## src/hdl/ths_pkg.sv

```systemverilog
`timescale 1ns / 1ps
// ----------------------------------------------------------------------------
// ths_pkg
// Shared types, constants and helpers for the timer heap scheduler.
// ----------------------------------------------------------------------------
package ths_pkg;

	localparam int MAX_TIMERS = 64;
	localparam int HW         = 6;   // handle / heap position width
	localparam int CW         = 7;   // count width, holds MAX_TIMERS itself
	localparam int TW         = 32;  // tick time width
	localparam int TPM_W      = 20;  // ticks_per_ms width

	localparam logic [2:0] OP_ADD      = 3'd0;
	localparam logic [2:0] OP_DELETE   = 3'd1;
	localparam logic [2:0] OP_RESCHED  = 3'd2;
	localparam logic [2:0] OP_SET_IVAL = 3'd3;
	localparam logic [2:0] OP_CHECK    = 3'd4;
	localparam logic [2:0] OP_COMPLETE = 3'd5;

	localparam logic [2:0] STS_OK       = 3'd0;
	localparam logic [2:0] STS_BAD_IVAL = 3'd1;
	localparam logic [2:0] STS_NO_SLOT  = 3'd2;
	localparam logic [2:0] STS_INACTIVE = 3'd3;
	localparam logic [2:0] STS_EMPTY    = 3'd4;

	localparam logic CFG_TPM    = 1'b0;
	localparam logic CFG_MAX_IV = 1'b1;

	// free stack control request
	typedef struct packed {
		logic          pop;
		logic          push;
		logic [HW-1:0] push_h;
	} fs_ctl_t;

	// time to expiry relative to a reference, zero when already past
	function automatic logic [TW-1:0] tte(input logic [TW-1:0] e, input logic [TW-1:0] r);
		logic [TW-1:0] d;
		d = e - r;
		return d[TW-1] ? '0 : d;
	endfunction

endpackage

```

## src/hdl/ths_free_stack.sv

```systemverilog
`timescale 1ns / 1ps
// ----------------------------------------------------------------------------
// ths_free_stack
// LIFO of free timer handles in a synchronous memory; entries never written
// since reset read back their reset value through a low-water mark.
// ----------------------------------------------------------------------------
module ths_free_stack (
	input  logic                    clk,
	input  logic                    arst_n,
	input  ths_pkg::fs_ctl_t        ctl,
	output logic [ths_pkg::HW-1:0]  pop_handle,
	output logic [ths_pkg::CW-1:0]  count
);
	import ths_pkg::*;

	logic [HW-1:0] stack_m [MAX_TIMERS];
	logic [CW-1:0] fc_q;
	logic [CW-1:0] min_q;
	logic [HW-1:0] idx;
	logic [HW-1:0] rd_s1;
	logic [HW-1:0] rstv_s1;
	logic          use_rst_s1;

	assign idx = HW'(fc_q - CW'(1));

	always_ff @(posedge clk) begin
		if (ctl.push) begin
			stack_m[fc_q[HW-1:0]] <= ctl.push_h;
		end
		if (ctl.pop) begin
			rd_s1      <= stack_m[idx];
			rstv_s1    <= HW'(MAX_TIMERS - 1) - idx;
			use_rst_s1 <= {1'b0, idx} < min_q;
		end
	end

	always_ff @(posedge clk or negedge arst_n) begin
		if (!arst_n) begin
			fc_q  <= CW'(MAX_TIMERS);
			min_q <= CW'(MAX_TIMERS);
		end else if (ctl.pop) begin
			fc_q <= fc_q - CW'(1);
			if ({1'b0, idx} < min_q) begin
				min_q <= {1'b0, idx};
			end
		end else if (ctl.push) begin
			fc_q <= fc_q + CW'(1);
		end
	end

	assign pop_handle = use_rst_s1 ? rstv_s1 : rd_s1;
	assign count      = fc_q;

endmodule

```

## config.mk

```make
export PLATFORM = sky130hd
export DESIGN_NAME = ths_free_stack
export DESIGN_NICKNAME = d
export VERILOG_FILES = /design/src/hdl/ths_pkg.sv /design/src/hdl/ths_free_stack.sv
export SDC_FILE = /design/constraint.sdc
export NUM_CORES = 1
export LEC_CHECK = 0
export BUFFER_PORTS_ARGS = -buffer_cell sky130_fd_sc_hd__buf_2
export CAP_MARGIN = 20
export CORE_MARGIN = 1.5
export CORE_UTILIZATION = 45
export DETAILED_ROUTE_END_ITERATION = 6
export PLACE_DENSITY = 0.72
export RECOVER_POWER = 50
export SYNTH_ARGS = -nofsm -noshare
export SYNTH_HDL_FRONTEND = slang
export SYNTH_SLANG_ARGS = --single-unit
```

## constraint.sdc

```tcl
create_clock -name clk -period 11.11 [get_ports clk]
set_clock_uncertainty 0.15 [all_clocks]
set_input_delay 1.111 -clock clk [delete_from_list [all_inputs] [get_ports clk]]
set_output_delay 1.111 -clock clk [all_outputs]
set_load 0.02 [all_outputs]
```

== Word-level counts from Yosys, hierarchy flattened ==
Memory sizes are Yosys's and may differ from the RTL's. A register that Yosys moved wholly into a read port is not among the register bits.
Index checks and enable logic that the tools add are counted.

* Add/sub/neg operators: 3
* Reductions and logical operators: 2
* $lt $le $gt $ge: 1
* Multiplexer cells: 5

{| class="wikitable"
|+ Operator list
! kind !! number
|-
| $mux 7 || 2
|-
| $add 7x1->7 const B || 1
|-
| $lt 6x7->1 || 1
|-
| $sub 7x1->7 const B || 1
|-
| $mux 6 || 1
|-
| $sub 6x6->6 const A || 1
|-
| $mux 1 || 2
|-
| $reduce_and 2->1 || 1
|-
| $reduce_bool 2->1 || 1
|}

* Bits in writable memories: 384
* Memories kept: 1
* Output and inout bits: 13
* Input bits: 10
* Bits in registers: 21
* Logic and storage cells: 16

{| class="wikitable"
|+ Memories
! name !! depth !! width !! rd ports !! clocked after Yosys merged registers in !! write ports !! line !! RTL
|-
| stack_m || 64 || 6 || 1 || 1 || 1 || ths_free_stack.sv:16 || <nowiki>logic [HW-1:0] stack_m [MAX_TIMERS];</nowiki>
|}

== Depth between registers and ports, before layout ==
Gate-level depths: netlist of run 1.

* Word-level depth: 3
* Depth in mapped cells: 15
* Depth with buffers taken out: 11

== Worst setup path after synthesis of run 1 ==
OpenSTA, ideal clock, no wires.

* Path kind: register to register
* Start: reg fc_q[0], in the netlist count[0]
* End: reg min_q[0]
* Library setup time: 0.125 ns
* Cell stages (with the launch flop): 16
* Buffers on the path: 4
* Data required time: 10.835 ns
* Arrival time: 3.448 ns
* Setup slack: 7.387 ns
* Cell sequence: dfrtp_1 buf_2 buf_4 inv_1 clkbuf_1 ha_1 nand2b_1 nor2_1 xor2_1 clkbuf_1 ha_1 a21o_1 a21oi_1 a21o_1 nand2_1 mux2_2

* Longest elaborated chain between the ends: 3

{| class="wikitable"
|+ RTL lines
! element !! line !! RTL
|-
| start: declaration || ths_free_stack.sv:17 || <nowiki>logic [CW-1:0] fc_q;</nowiki>
|-
| start signal: assignment || ths_free_stack.sv:39 || <nowiki>fc_q <= CW'(MAX_TIMERS);</nowiki>
|-
| start signal: assignment || ths_free_stack.sv:42 || <nowiki>fc_q <= fc_q - CW'(1);</nowiki>
|-
| start signal: assignment || ths_free_stack.sv:47 || <nowiki>fc_q <= fc_q + CW'(1);</nowiki>
|-
| $sub 7x1->7 * || n/a ||
|-
| via idx[0] || ths_free_stack.sv:19 || <nowiki>logic [HW-1:0] idx;</nowiki>
|-
| $lt 6x7->1 || ths_free_stack.sv:43 || <nowiki>if ({1'b0, idx} < min_q) begin</nowiki>
|-
| $reduce_and 2->1 (no line) || n/a ||
|-
| end signal: assignment || ths_free_stack.sv:40 || <nowiki>min_q <= CW'(MAX_TIMERS);</nowiki>
|-
| end signal: assignment || ths_free_stack.sv:44 || <nowiki>min_q <= {1'b0, idx};</nowiki>
|-
| end: declaration || ths_free_stack.sv:18 || <nowiki>logic [CW-1:0] min_q;</nowiki>
|}

Mark *: on every way through the listed nets, which the timed path passes. The rest lies on a longest branch.
A chain may end at the register's enable or synchronous reset.

== Worst setup path after layout of run 1 ==
* Start: reg fc_q[0], in the netlist count[0]
* End: reg min_q[0]

* Longest elaborated chain between the ends: 3

{| class="wikitable"
|+ RTL lines
! element !! line
|-
| $sub 7x1->7 * || n/a
|-
| $lt 6x7->1 || ths_free_stack.sv:43
|-
| $reduce_and 2->1 (no line) || n/a
|}

Mark *: on every way between the ends. The rest lies on a longest branch, timed or not.

==> flow_summary.json, run 1 <==
{
  "synth_cell_types": 49,
  "crit_type": "flip-flop to flip-flop",
  "n_antenna_cell": 0,
  "ctsHoldBuffers": 0,
  "drv_slew": 358,
  "status": "finished with violations",
  "worstPathArrival_ns": 6.09,
  "grt_first_pass_wirelength_um": 54300,
  "drt_pass1_iterations": 5,
  "reg2reg_depth": 10,
  "multiInputGateArea_mm2": 0.00390,
  "synthesis.area_per_instance_um2": 17.3,
  "max_freq_mhz": 172,
  "rows": 69,
  "htreeDepth": 2,
  "io_pins": 23,
  "synthCells": 957,
  "synth_top_cell_area_share_pct": 72.2,
  "slew_headroom_pct": -105,
  "clk_path_buf_depth": 3,
  "cp_slowest_cell": "dfrtp_1",
  "numPortBuffers": 22,
  "n_fill_cell": 2806,
  "synth-edff-count": 397,
  "p_int_w": 0.00338,
  "final_cells": 1473,
  "rsz0062_at_grt": "false",
  "post-route-min-period_ns": 5.83,
  "first_iter_violations": 1096,
  "nNetsFinal": 997,
  "dpl.hpwl_um": 21000,
  "antenna_found_initial": 0,
  "synth-main-ff-cell": "edfxtp_1",
  "tritoncts": "done",
  "layout-drive-gt1-share_pct": 16.4,
  "root_buffer": "clkbuf_16",
  "wl_per_cell_um": 24.1,
  "detail-route-antenna-nets": 0,
  "p_switching_w": 0.00194,
  "area_delta_synth_final_pct": 10.6,
  "p_sw_share_pct": 36.4,
  "seq_area_mm2": 0.0123,
  "pwr-share-comb_pct": 38.8,
  "peakVddDrop_mv": 0.271,
  "period_share_pct": 52.5,
  "route.detailed.drc": 0,
  "p_leak_nw": 5.92,
  "vias": 8799,
  "cts_setup_buffers": 0,
  "ys_warn_count": 0,
  "die_height_um": 195,
  "drv_cap": 7,
  "grt_max_degree": 68,
  "gp_congestion": 0.863,
  "worst_setup_path_start_kind": "flip-flop",
  "min_path_type": "flip-flop to flip-flop",
  "die_w_um": 195,
  "synthesis.area_mm2": 0.0165,
  "failed_checks": "max-capacitance violations, max-slew violations",
  "finalSetupViolations": 0,
  "power_frac_seq_pct": 36.1,
  "die_area_mm2": 0.0379,
  "synthTopCellsByArea": "edfxtp_1, mux4_2, nand2_1",
  "grt_pass1_vias": 8826,
  "cts_made_buffers": 40,
  "worstHoldPathCells": 1,
  "synth_top_cell_by_area": "edfxtp_1",
  "clk_latency_ns": 0.53,
  "final_common_cell": "edfxtp_1",
  "cp-end-kind": "flip-flop",
  "tns_ns": 0,
  "cts_resized": 0,
  "wl_um": 35500,
  "hold_viol_final": 0,
  "holdWs_ns": 0.339,
  "dpl.cell_count": 1395,
  "syn_nets": 974,
  "grt.overflow.total": 0,
  "routed_via_density": 5.97,
  "cts_sinks": 411,
  "initial_core_util_pct": 46.1,
  "ys_seq_elements": 411,
  "clock_power_share_pct": 25.0,
  "worstPathMaxFanout": 67,
  "worstPathRequired_ns": 11.37,
  "clk_pin_slew_ns": 0.06,
  "tightest_slew_ns": 3.07,
  "grt_usage_pct": 19.0,
  "cpMostUsedCell": "ha_1",
  "cpPeakStageDelay_ns": 1.42,
  "final_cell_mix": "edfxtp_1, nand2_1, nor2_1, mux4_2, clkbuf_16",
  "yosysSeqAreaShare_pct": 74.3,
  "crit_chain": "inv_1 > ha_1 > xor2_4 > buf_4 > ha_1 > o21a_1 > o2111ai_1 > a21o_1 > nand2_1 > mux2_2",
  "synthArstFlopShare_pct": 3.41,
  "coreArea_mm2": 0.0358,
  "power_density_mw_per_mm2": 291
}
==> power groups by stage <==
stage                     Clock, W  Combinational (W)  Sequential, W
after floorplan                  0            0.00154        0.00190
after global placement           0            0.00203        0.00195
after detailed placement         0            0.00205        0.00195
after CTS                  0.00135            0.00206        0.00192
after global routing       0.00141            0.00221        0.00193
final                      0.00133            0.00206        0.00192
==> layer usage <==
layer  wire length (um)  vias up  track usage [%]
met2              17200      433             30.4
li1                   -     3785                -
met3               2720       72             3.28
met5                  0        -                0
met1              14700     4509             26.8
met4                958        0             5.84
==> cell type report <==
class                      count  share of cell area, %
clock buffer                  51                   5.82
clock inverter                23                   1.23
inverter                      13                  0.267
multi-input combinational    478                   21.4
sequential                   411                   67.2
tap                          461                   3.16
timing repair buffer          36                  0.993
==> cells by family after synthesis <==
kind of cell	count (synthesis)	synth area share (%)
mux	108	12.1
buf+inv	68	2.14
xor+xnor	10	0.621
simple gates	271	6.92
flops	411	74.3
fa+ha+maj	7	0.530
compound gates	82	3.44
==> cells in the mapped netlist (2+ instances only) <==
master     number
a2111oi_0       7
a211oi_1        6
a21o_1          2
a21oi_1        16
a22oi_1         6
a31oi_1        13
a32oi_1        12
and2_1          6
buf_1           5
buf_2          15
buf_4           5
buf_6           5
buf_8           2
clkbuf_1       23
dfrtp_1        12
dfstp_2         2
edfxtp_1      397
ha_1            7
inv_1          11
inv_2           2
mux2_2          7
mux2i_1        29
mux4_2         72
nand2_1       121
nand2b_1        2
nand3_1        24
nand3b_1        2
nand4_1         3
nor2_1         93
nor2b_1         5
nor3_1          2
o21ai_0         9
o221ai_1        6
or2_1           6
or3_1           2
xnor2_1         4
xor2_1          4
==> per-stage QoR <==
stage	power, W	area [um^2]	utilization [%]	setup WS [ns]
after global placement	0.00398	17000	47.4	6.53
final	0.00532	18300	51.0	5.28
after detailed placement	0.00401	17000	47.4	6.43
after floorplan	0.00344	16500	-	7.39
after CTS	0.00534	18300	51.0	6.41
after global routing	0.00555	18300	51.0	4.84
==> worst paths after layout <==
check / start / end / slack [ns]
worst min register to register: count[6]$_DFFE_PN1P_ / count[6]$_DFFE_PN1P_ / 0.34
min in group asynchronous: arst_n / count[4]$_DFFE_PN0P_ / 0.48
worst min-delay path: count[6]$_DFFE_PN1P_ / count[6]$_DFFE_PN1P_ / 0.34
worst max-delay path: count[0]$_DFFE_PN0P_ / min_q[0]$_DFFE_PN0P_ / 5.28
max in group asynchronous: arst_n / min_q[4]$_DFFE_PN0P_ / 9.86
worst max register to register: count[0]$_DFFE_PN0P_ / min_q[0]$_DFFE_PN0P_ / 5.28
==> flip-flops by register name, indices dropped and copies added (netlist names) <==
signal	cells
use_rst_s1	1
stack_m	384
count	7
rd_s1	6
rstv_s1	6
min_q	7
==> critical path: cells and delay by family, from the launching register on <==
kind            cells  cell delay (ns)
compound gates      3             0.46
mux                 1             0.41
xor+xnor            1             0.73
flops               1             1.42
fa+ha+maj           2             0.90
buf+inv             2             1.41
simple gates        1             0.20
Power figures use the tool's default switching activity.
==> run 2, diff against run 1 <==
--- a/config.mk
+++ b/config.mk
@@ -5,12 +5,13 @@
 export SDC_FILE = /design/constraint.sdc
 export NUM_CORES = 1
 export LEC_CHECK = 0
+export ABC_AREA = 1
 export BUFFER_PORTS_ARGS = -buffer_cell sky130_fd_sc_hd__buf_2
 export CAP_MARGIN = 20
 export CORE_MARGIN = 1.5
 export CORE_UTILIZATION = 45
 export DETAILED_ROUTE_END_ITERATION = 6
-export PLACE_DENSITY = 0.72
+export PLACE_DENSITY = 0.74
 export RECOVER_POWER = 50
 export SYNTH_ARGS = -nofsm -noshare
 export SYNTH_HDL_FRONTEND = slang
==> constraint.sdc (replaced) <==
create_clock -name clk -period 4.8 [get_ports clk]
set_clock_uncertainty 0.15 [all_clocks]
set_input_delay 0.48 -clock clk [delete_from_list [all_inputs] [get_ports clk]]
set_output_delay 0.48 -clock clk [all_outputs]
set_load 0.02 [all_outputs]
==> flow_summary.json, run 2 <==
{
  "status": "finished with violations",
  "failed_checks": "max-capacitance violations, max-slew violations",
  "die_area_mm2": 0.0405,
  "first_iter_violations": 1416,
  "final_area_mm2": 0.0196,
  "antenna_found_initial": 0,
  "grt.overflow.total": 0,
  "period_share_pct": 81.1,
  "finish.utilization_pct": 50.6,
  "tns_ns": 0,
  "die_w_um": 201,
  "dpl.hpwl_um": 24300,
  "slew_headroom_pct": -132,
  "post-route-min-period_ns": 3.89,
  "synth_top_cell_by_area": "edfxtp_1",
  "io_pins": 23,
  "crit_type": "flip-flop to flip-flop",
  "p_sw_share_pct": 41.0,
  "p_int_w": 0.00766,
  "pre_cts_slack_ns": 1.16,
  "tightest_slew_ns": 3.47,
  "pwr-share-comb_pct": 41.9,
  "clk_latency_ns": 0.54,
  "wl_per_cell_um": 18.9,
  "rsz0062_at_grt": "false",
  "worstPathRequired_ns": 4.96,
  "min_path_type": "input pin to flip-flop",
  "syn_nets": 1687,
  "hold_viol_final": 0,
  "rr_startpoint": "count[0]$_DFFE_PN0P_",
  "synth_top_cell_area_share_pct": 67.4,
  "power_density_mw_per_mm2": 663,
  "tritoncts": "done",
  "cp-end-kind": "flip-flop",
  "detail-route-antenna-nets": 0,
  "coreArea_mm2": 0.0387,
  "grt_max_degree": 170,
  "ys_warn_count": 0,
  "drv_slew": 422,
  "hold_end": "count[0]$_DFFE_PN0P_",
  "n_fill_cell": 3379,
  "seq_area_mm2": 0.0123,
  "peakVddDrop_mv": 0.647,
  "rrSetupSlack_ns": 0.91,
  "area_delta_synth_final_pct": 10.8,
  "synthCells": 1670,
  "max_freq_mhz": 257,
  "n_antenna_cell": 0,
  "worstPathArrival_ns": 4.05,
  "ys_seq_elements": 411,
  "cts_made_buffers": 42,
  "layout-drive-gt1-share_pct": 6.41,
  "grt_pass1_vias": 11700,
  "gp_congestion": 0.832,
  "worstHoldPathCells": 3,
  "final_common_cell": "nand2_1",
  "worst_slack_ns": 0.909,
  "min_from": "ctl[6]",
  "largest_reg_flops": 384,
  "synthesis.area_per_instance_um2": 10.6,
  "drv_cap": 9,
  "synthesis.area_mm2": 0.0177,
  "p_leak_nw": 7.67,
  "clock_power_share_pct": 24.6,
  "nNetsFinal": 1686,
  "initial_core_util_pct": 45.7,
  "grt_first_pass_wirelength_um": 64900,
  "synth-edff-count": 397,
  "route.detailed.drc": 0,
  "final_cell_mix": "nand2_1, edfxtp_1, nand3_1, inv_1, nor2_1",
  "clk_path_buf_depth": 3,
  "vias": 11900,
  "htreeDepth": 2,
  "reg2reg_depth": 11,
  "die_height_um": 201,
  "place_area_mm2": 0.0182,
  "numPortBuffers": 22,
  "clk_pin_slew_ns": 0.06,
  "worstPathMaxFanout": 32,
  "synthArstFlopShare_pct": 3.41,
  "power_frac_seq_pct": 33.6,
  "routed_via_density": 5.37,
  "r2r-end": "min_q[0]$_DFFE_PN0P_",
  "yosysSeqAreaShare_pct": 69.4,
  "synth-main-ff-cell": "edfxtp_1",
  "rows": 72,
  "wl_um": 41800,
  "worst_setup_path_start_kind": "flip-flop",
  "grt_usage_pct": 20.6,
  "cts_resized": 0,
  "drt_pass1_iterations": 5,
  "cts_sinks": 411,
  "synthTopCellsByArea": "edfxtp_1, nand2_1, nand3_1",
  "synth_cell_types": 32,
  "p_switching_w": 0.00533,
  "synthTopCellsByCount": "nand2_1, edfxtp_1, nand3_1",
  "yosysMostFrequentCell": "nand2_1",
  "multiInputGateArea_mm2": 0.00440,
  "finalSetupViolations": 0,
  "root_buffer": "clkbuf_16"
}
-- run 2: worst max-delay path by stage --
stage | startpoint | endpoint | slack, ns | cells after the start
after floorplan | count[0]$_DFFE_PN0P_ | min_q[1]$_DFFE_PN0P_ | 1.56 | 16
after global placement | count[0]$_DFFE_PN0P_ | min_q[0]$_DFFE_PN0P_ | 1.32 | 11
after detailed placement | count[0]$_DFFE_PN0P_ | min_q[1]$_DFFE_PN0P_ | 1.16 | 11
after CTS | count[0]$_DFFE_PN0P_ | min_q[1]$_DFFE_PN0P_ | 1.14 | 11
after global routing | count[0]$_DFFE_PN0P_ | min_q[0]$_DFFE_PN0P_ | 0.69 | 11
final | count[0]$_DFFE_PN0P_ | min_q[0]$_DFFE_PN0P_ | 0.91 | 11
-- run 2: logic make-up after synthesis --
logic type                 share of synthesized area (%)
and+or+nand+nor                                     21.8
DFF                                                 69.4
buffers and inverters                               5.92
AOI/OAI and AO/OA                                   1.60
xor gates and xnor gates                           0.431
adders and majority gates                          0.495
muxes                                              0.382
-- run 2: worst max-delay path, cell delays in order, from the launching register on --
cell and delay (ns):
dfrtp_4 0.50, inv_4 0.28, ha_1 0.50, nand3_1 0.19, xnor2_2 0.73, ha_1 0.39, a21o_1 0.16, a21oi_1 0.13
o21a_1 0.15, nand2_1 0.22, nand2_1 0.15, o21ai_0 0.11
-- run 2: metal layers --
layer  vias up  routed length [um]  global-route usage (%)
met5         -                   0                       0
met4         0                1330                    7.22
met3        89                4020                    3.71
met2       611               19200                    32.9
met1      5636               17200                    28.6
li1       5571                   -                       -
-- run 2: repair_timing --
action,4_1_cts,5_1_grt
setup buffers,0,0
hold endpoints to repair,13,0
hold buffers,1,0
-- run 2: per-stage QoR --
step,hold WS [ns],power [W],std cells
finish,0.306,0.0130,2218
CTS,0.259,0.0129,2215
global route,0.334,0.0137,2218
global placement,0.257,0.00962,2135
detailed placement,0.267,0.00971,2139
floorplan,0.0344,0.00816,1670
-- run 2: layout make-up --
class                           count  area share, %
Timing Repair Buffer               44           1.45
Multi-Input combinational cell   1002           22.5
Sequential cell                   411           62.6
Tap cell                          518           3.31
Clock buffer                       53           5.95
Clock inverter                     22          0.964
Inverter                          168           3.25
-- run 2: power groups by stage --
stage	registers (W)	clock network (W)	logic, W
floorplan	0.00437	0	0.00379
global placement	0.00442	0	0.00520
detailed placement	0.00442	0	0.00529
CTS	0.00435	0.00322	0.00533
global route	0.00438	0.00336	0.00593
finish	0.00436	0.00319	0.00544
==> run 3, diff against run 2 <==
--- a/config.mk
+++ b/config.mk
@@ -5,13 +5,13 @@
 export SDC_FILE = /design/constraint.sdc
 export NUM_CORES = 1
 export LEC_CHECK = 0
-export ABC_AREA = 1
+export ABC_AREA = 0
 export BUFFER_PORTS_ARGS = -buffer_cell sky130_fd_sc_hd__buf_2
 export CAP_MARGIN = 20
 export CORE_MARGIN = 1.5
 export CORE_UTILIZATION = 45
 export DETAILED_ROUTE_END_ITERATION = 6
-export PLACE_DENSITY = 0.74
+export PLACE_DENSITY = 0.72
 export RECOVER_POWER = 50
 export SYNTH_ARGS = -nofsm -noshare
 export SYNTH_HDL_FRONTEND = slang
==> constraint.sdc (replaced) <==
create_clock -name clk -period 3.8 [get_ports clk]
set_clock_uncertainty 0.15 [all_clocks]
set_input_delay 0.38 -clock clk [delete_from_list [all_inputs] [get_ports clk]]
set_output_delay 0.38 -clock clk [all_outputs]
set_load 0.02 [all_outputs]
==> flow_summary.json, run 3 (synthesized netlist as in run 1, its figures left out) <==
{
  "cpMostUsedCell": "nand2_1",
  "post-route-min-period_ns": 3.44,
  "hold_viol_final": 0,
  "grt_pass1_vias": 8844,
  "wl_per_cell_um": 23.8,
  "cpPeakStageDelay_ns": 0.96,
  "period_share_pct": 90.6,
  "worst_setup_path_start_kind": "flip-flop",
  "vias": 8754,
  "numPortBuffers": 22,
  "htreeDepth": 2,
  "crit_chain": "inv_1 > ha_2 > xor2_4 > buf_4 > nand2_1 > nand2_1 > o21ai_0 > a2111oi_0 > or2_1",
  "cts_made_buffers": 41,
  "layout-drive-gt1-share_pct": 17.9,
  "peakVddDrop_mv": 0.714,
  "wl_um": 35500,
  "status": "finished with violations",
  "drt_pass1_iterations": 7,
  "cp_slowest_cell": "a2111oi_0",
  "rrSetupSlack_ns": 0.36,
  "area_delta_synth_final_pct": 11.8,
  "die_area_mm2": 0.0379,
  "worstPathArrival_ns": 3.70,
  "n_antenna_cell": 0,
  "worstPathMaxFanout": 17,
  "final_cell_mix": "edfxtp_1, nand2_1, nor2_1, mux4_2, clkbuf_16",
  "root_buffer": "clkbuf_16",
  "clk_pin_slew_ns": 0.06,
  "initial_core_util_pct": 46.1,
  "grt_usage_pct": 19.0,
  "grt.overflow.total": 0,
  "cp-end-kind": "flip-flop",
  "detail-route-antenna-nets": 0,
  "critPathTopFamily": "compound AO/OA/AOI/OAI gates",
  "nNetsFinal": 1016,
  "clk_latency_ns": 0.55,
  "grt_first_pass_wirelength_um": 54500,
  "critPathBufInv": 2,
  "die_height_um": 195,
  "drv_slew": 283,
  "dpl.hpwl_um": 21600,
  "drv_cap": 6,
  "die_w_um": 195,
  "gp_congestion": 0.853,
  "routed_via_density": 5.87,
  "power_density_mw_per_mm2": 853,
  "coreArea_mm2": 0.0358,
  "worstPathRequired_ns": 4.05,
  "clk_path_buf_depth": 3,
  "antenna_found_initial": 0,
  "p_leak_nw": 6.04,
  "failed_checks": "max-capacitance violations, max-slew violations",
  "tns_ns": 0,
  "grt_max_degree": 67,
  "max_freq_mhz": 291,
  "total_power_w": 0.0157,
  "cts_sinks": 411,
  "rsz0062_at_grt": "false",
  "finalSetupViolations": 0,
  "tightest_slew_ns": 2.45,
  "final_common_cell": "edfxtp_1",
  "cts_setup_buffers": 0,
  "min_path_type": "input pin to flip-flop",
  "io_pins": 23,
  "first_iter_violations": 1086,
  "slew_headroom_pct": -63.7,
  "route.detailed.drc": 0,
  "largest_reg_flops": 384,
  "rows": 69,
  "cts_resized": 0,
  "tritoncts": "done",
  "crit_type": "flip-flop to flip-flop"
}
## run 3: cell types whose count changed in the layout (fill, tap and decap cells not counted), sizes merged, moves of 13 or more
| cell | before | now |
|---|---|---|
| nor2 | 135 | 93 |
| mux2i | 0 | 29 |
| mux4 | 0 | 72 |
| nand3 | 261 | 24 |
| nand2 | 516 | 121 |
| inv | 167 | 16 |
| o21ai | 45 | 10 |
| buf | 23 | 37 |
| a31oi | 0 | 13 |
## run 3: path summary, 6_finish.rpt
check                                startpoint  depth (start not counted)              endpoint
hold / removal                           ctl[6]                          3  count[0]$_DFFE_PN0P_
setup / recovery           count[0]$_DFFE_PN0P_                          9    rd_s1[5]$_DFFE_PP_
hold reg to reg            count[6]$_DFFE_PN1P_                          1  count[6]$_DFFE_PN1P_
setup reg to reg           count[0]$_DFFE_PN0P_                          9    rd_s1[5]$_DFFE_PP_
max in group asynchronous                arst_n                          2  count[0]$_DFFE_PN0P_
min in group asynchronous                arst_n                          2  min_q[1]$_DFFE_PN0P_
## run 3: worst reg2reg max path: stages, from the launching register on
cell       delay, ns
dfrtp_4         0.49
inv_1           0.10
ha_2            0.28
xor2_4          0.39
buf_4           0.33
nand2_1         0.09
nand2_1         0.10
o21ai_0         0.23
a2111oi_0       0.96
or2_1           0.20
## run 3: final cells by class
class	instances	area, um^2
multi-input combinational	478	3910
clock inverter	25	221
tap	461	577
sequential	411	12300
fill	2818	17400
inverter	13	48.8
clock buffer	50	1060
timing repair buffer	54	370
## run 3: power by group
part | internal [W] | switching [W]
Combinational | 0.00247 | 0.00383
Clock | 0.00221 | 0.00167
Sequential | 0.00534 | 0.000219
## run 3: metal layers
| metal | vias up | wire, um | global-route usage, % | share of wire [%] |
|---|---|---|---|---|
| li1 | 3820 | - | - | - |
| met1 | 4451 | 14900 | 27.2 | 42 |
| met2 | 411 | 16600 | 30.1 | 47 |
| met3 | 72 | 3020 | 3.23 | 8.5 |
| met4 | 0 | 966 | 6.02 | 2.7 |
| met5 | - | 0 | 0 | 0 |
## run 3: stage by stage
stage / util, % / cell area, um^2 / setup WS (ns) / hold slack [ns] / instances
global route: 51.5 / 18500 / 0.228 / 0.192 / 1492
global placement: 47.9 / 17200 / 0.270 / 0.140 / 1410
detailed placement: 48.0 / 17200 / 0.276 / 0.145 / 1412
finish: 51.5 / 18500 / 0.358 / 0.172 / 1492
floorplan: - / 16500 / 0.0770 / -0.0656 / 957
CTS: 51.6 / 18500 / 0.242 / 0.0932 / 1488
## run 3: what timing repair did
item / in CTS / in global routing
setup endpoints to repair: 0 / 0
endpoints found under the hold margin: 14 / 0
hold buffers: 1 / 0
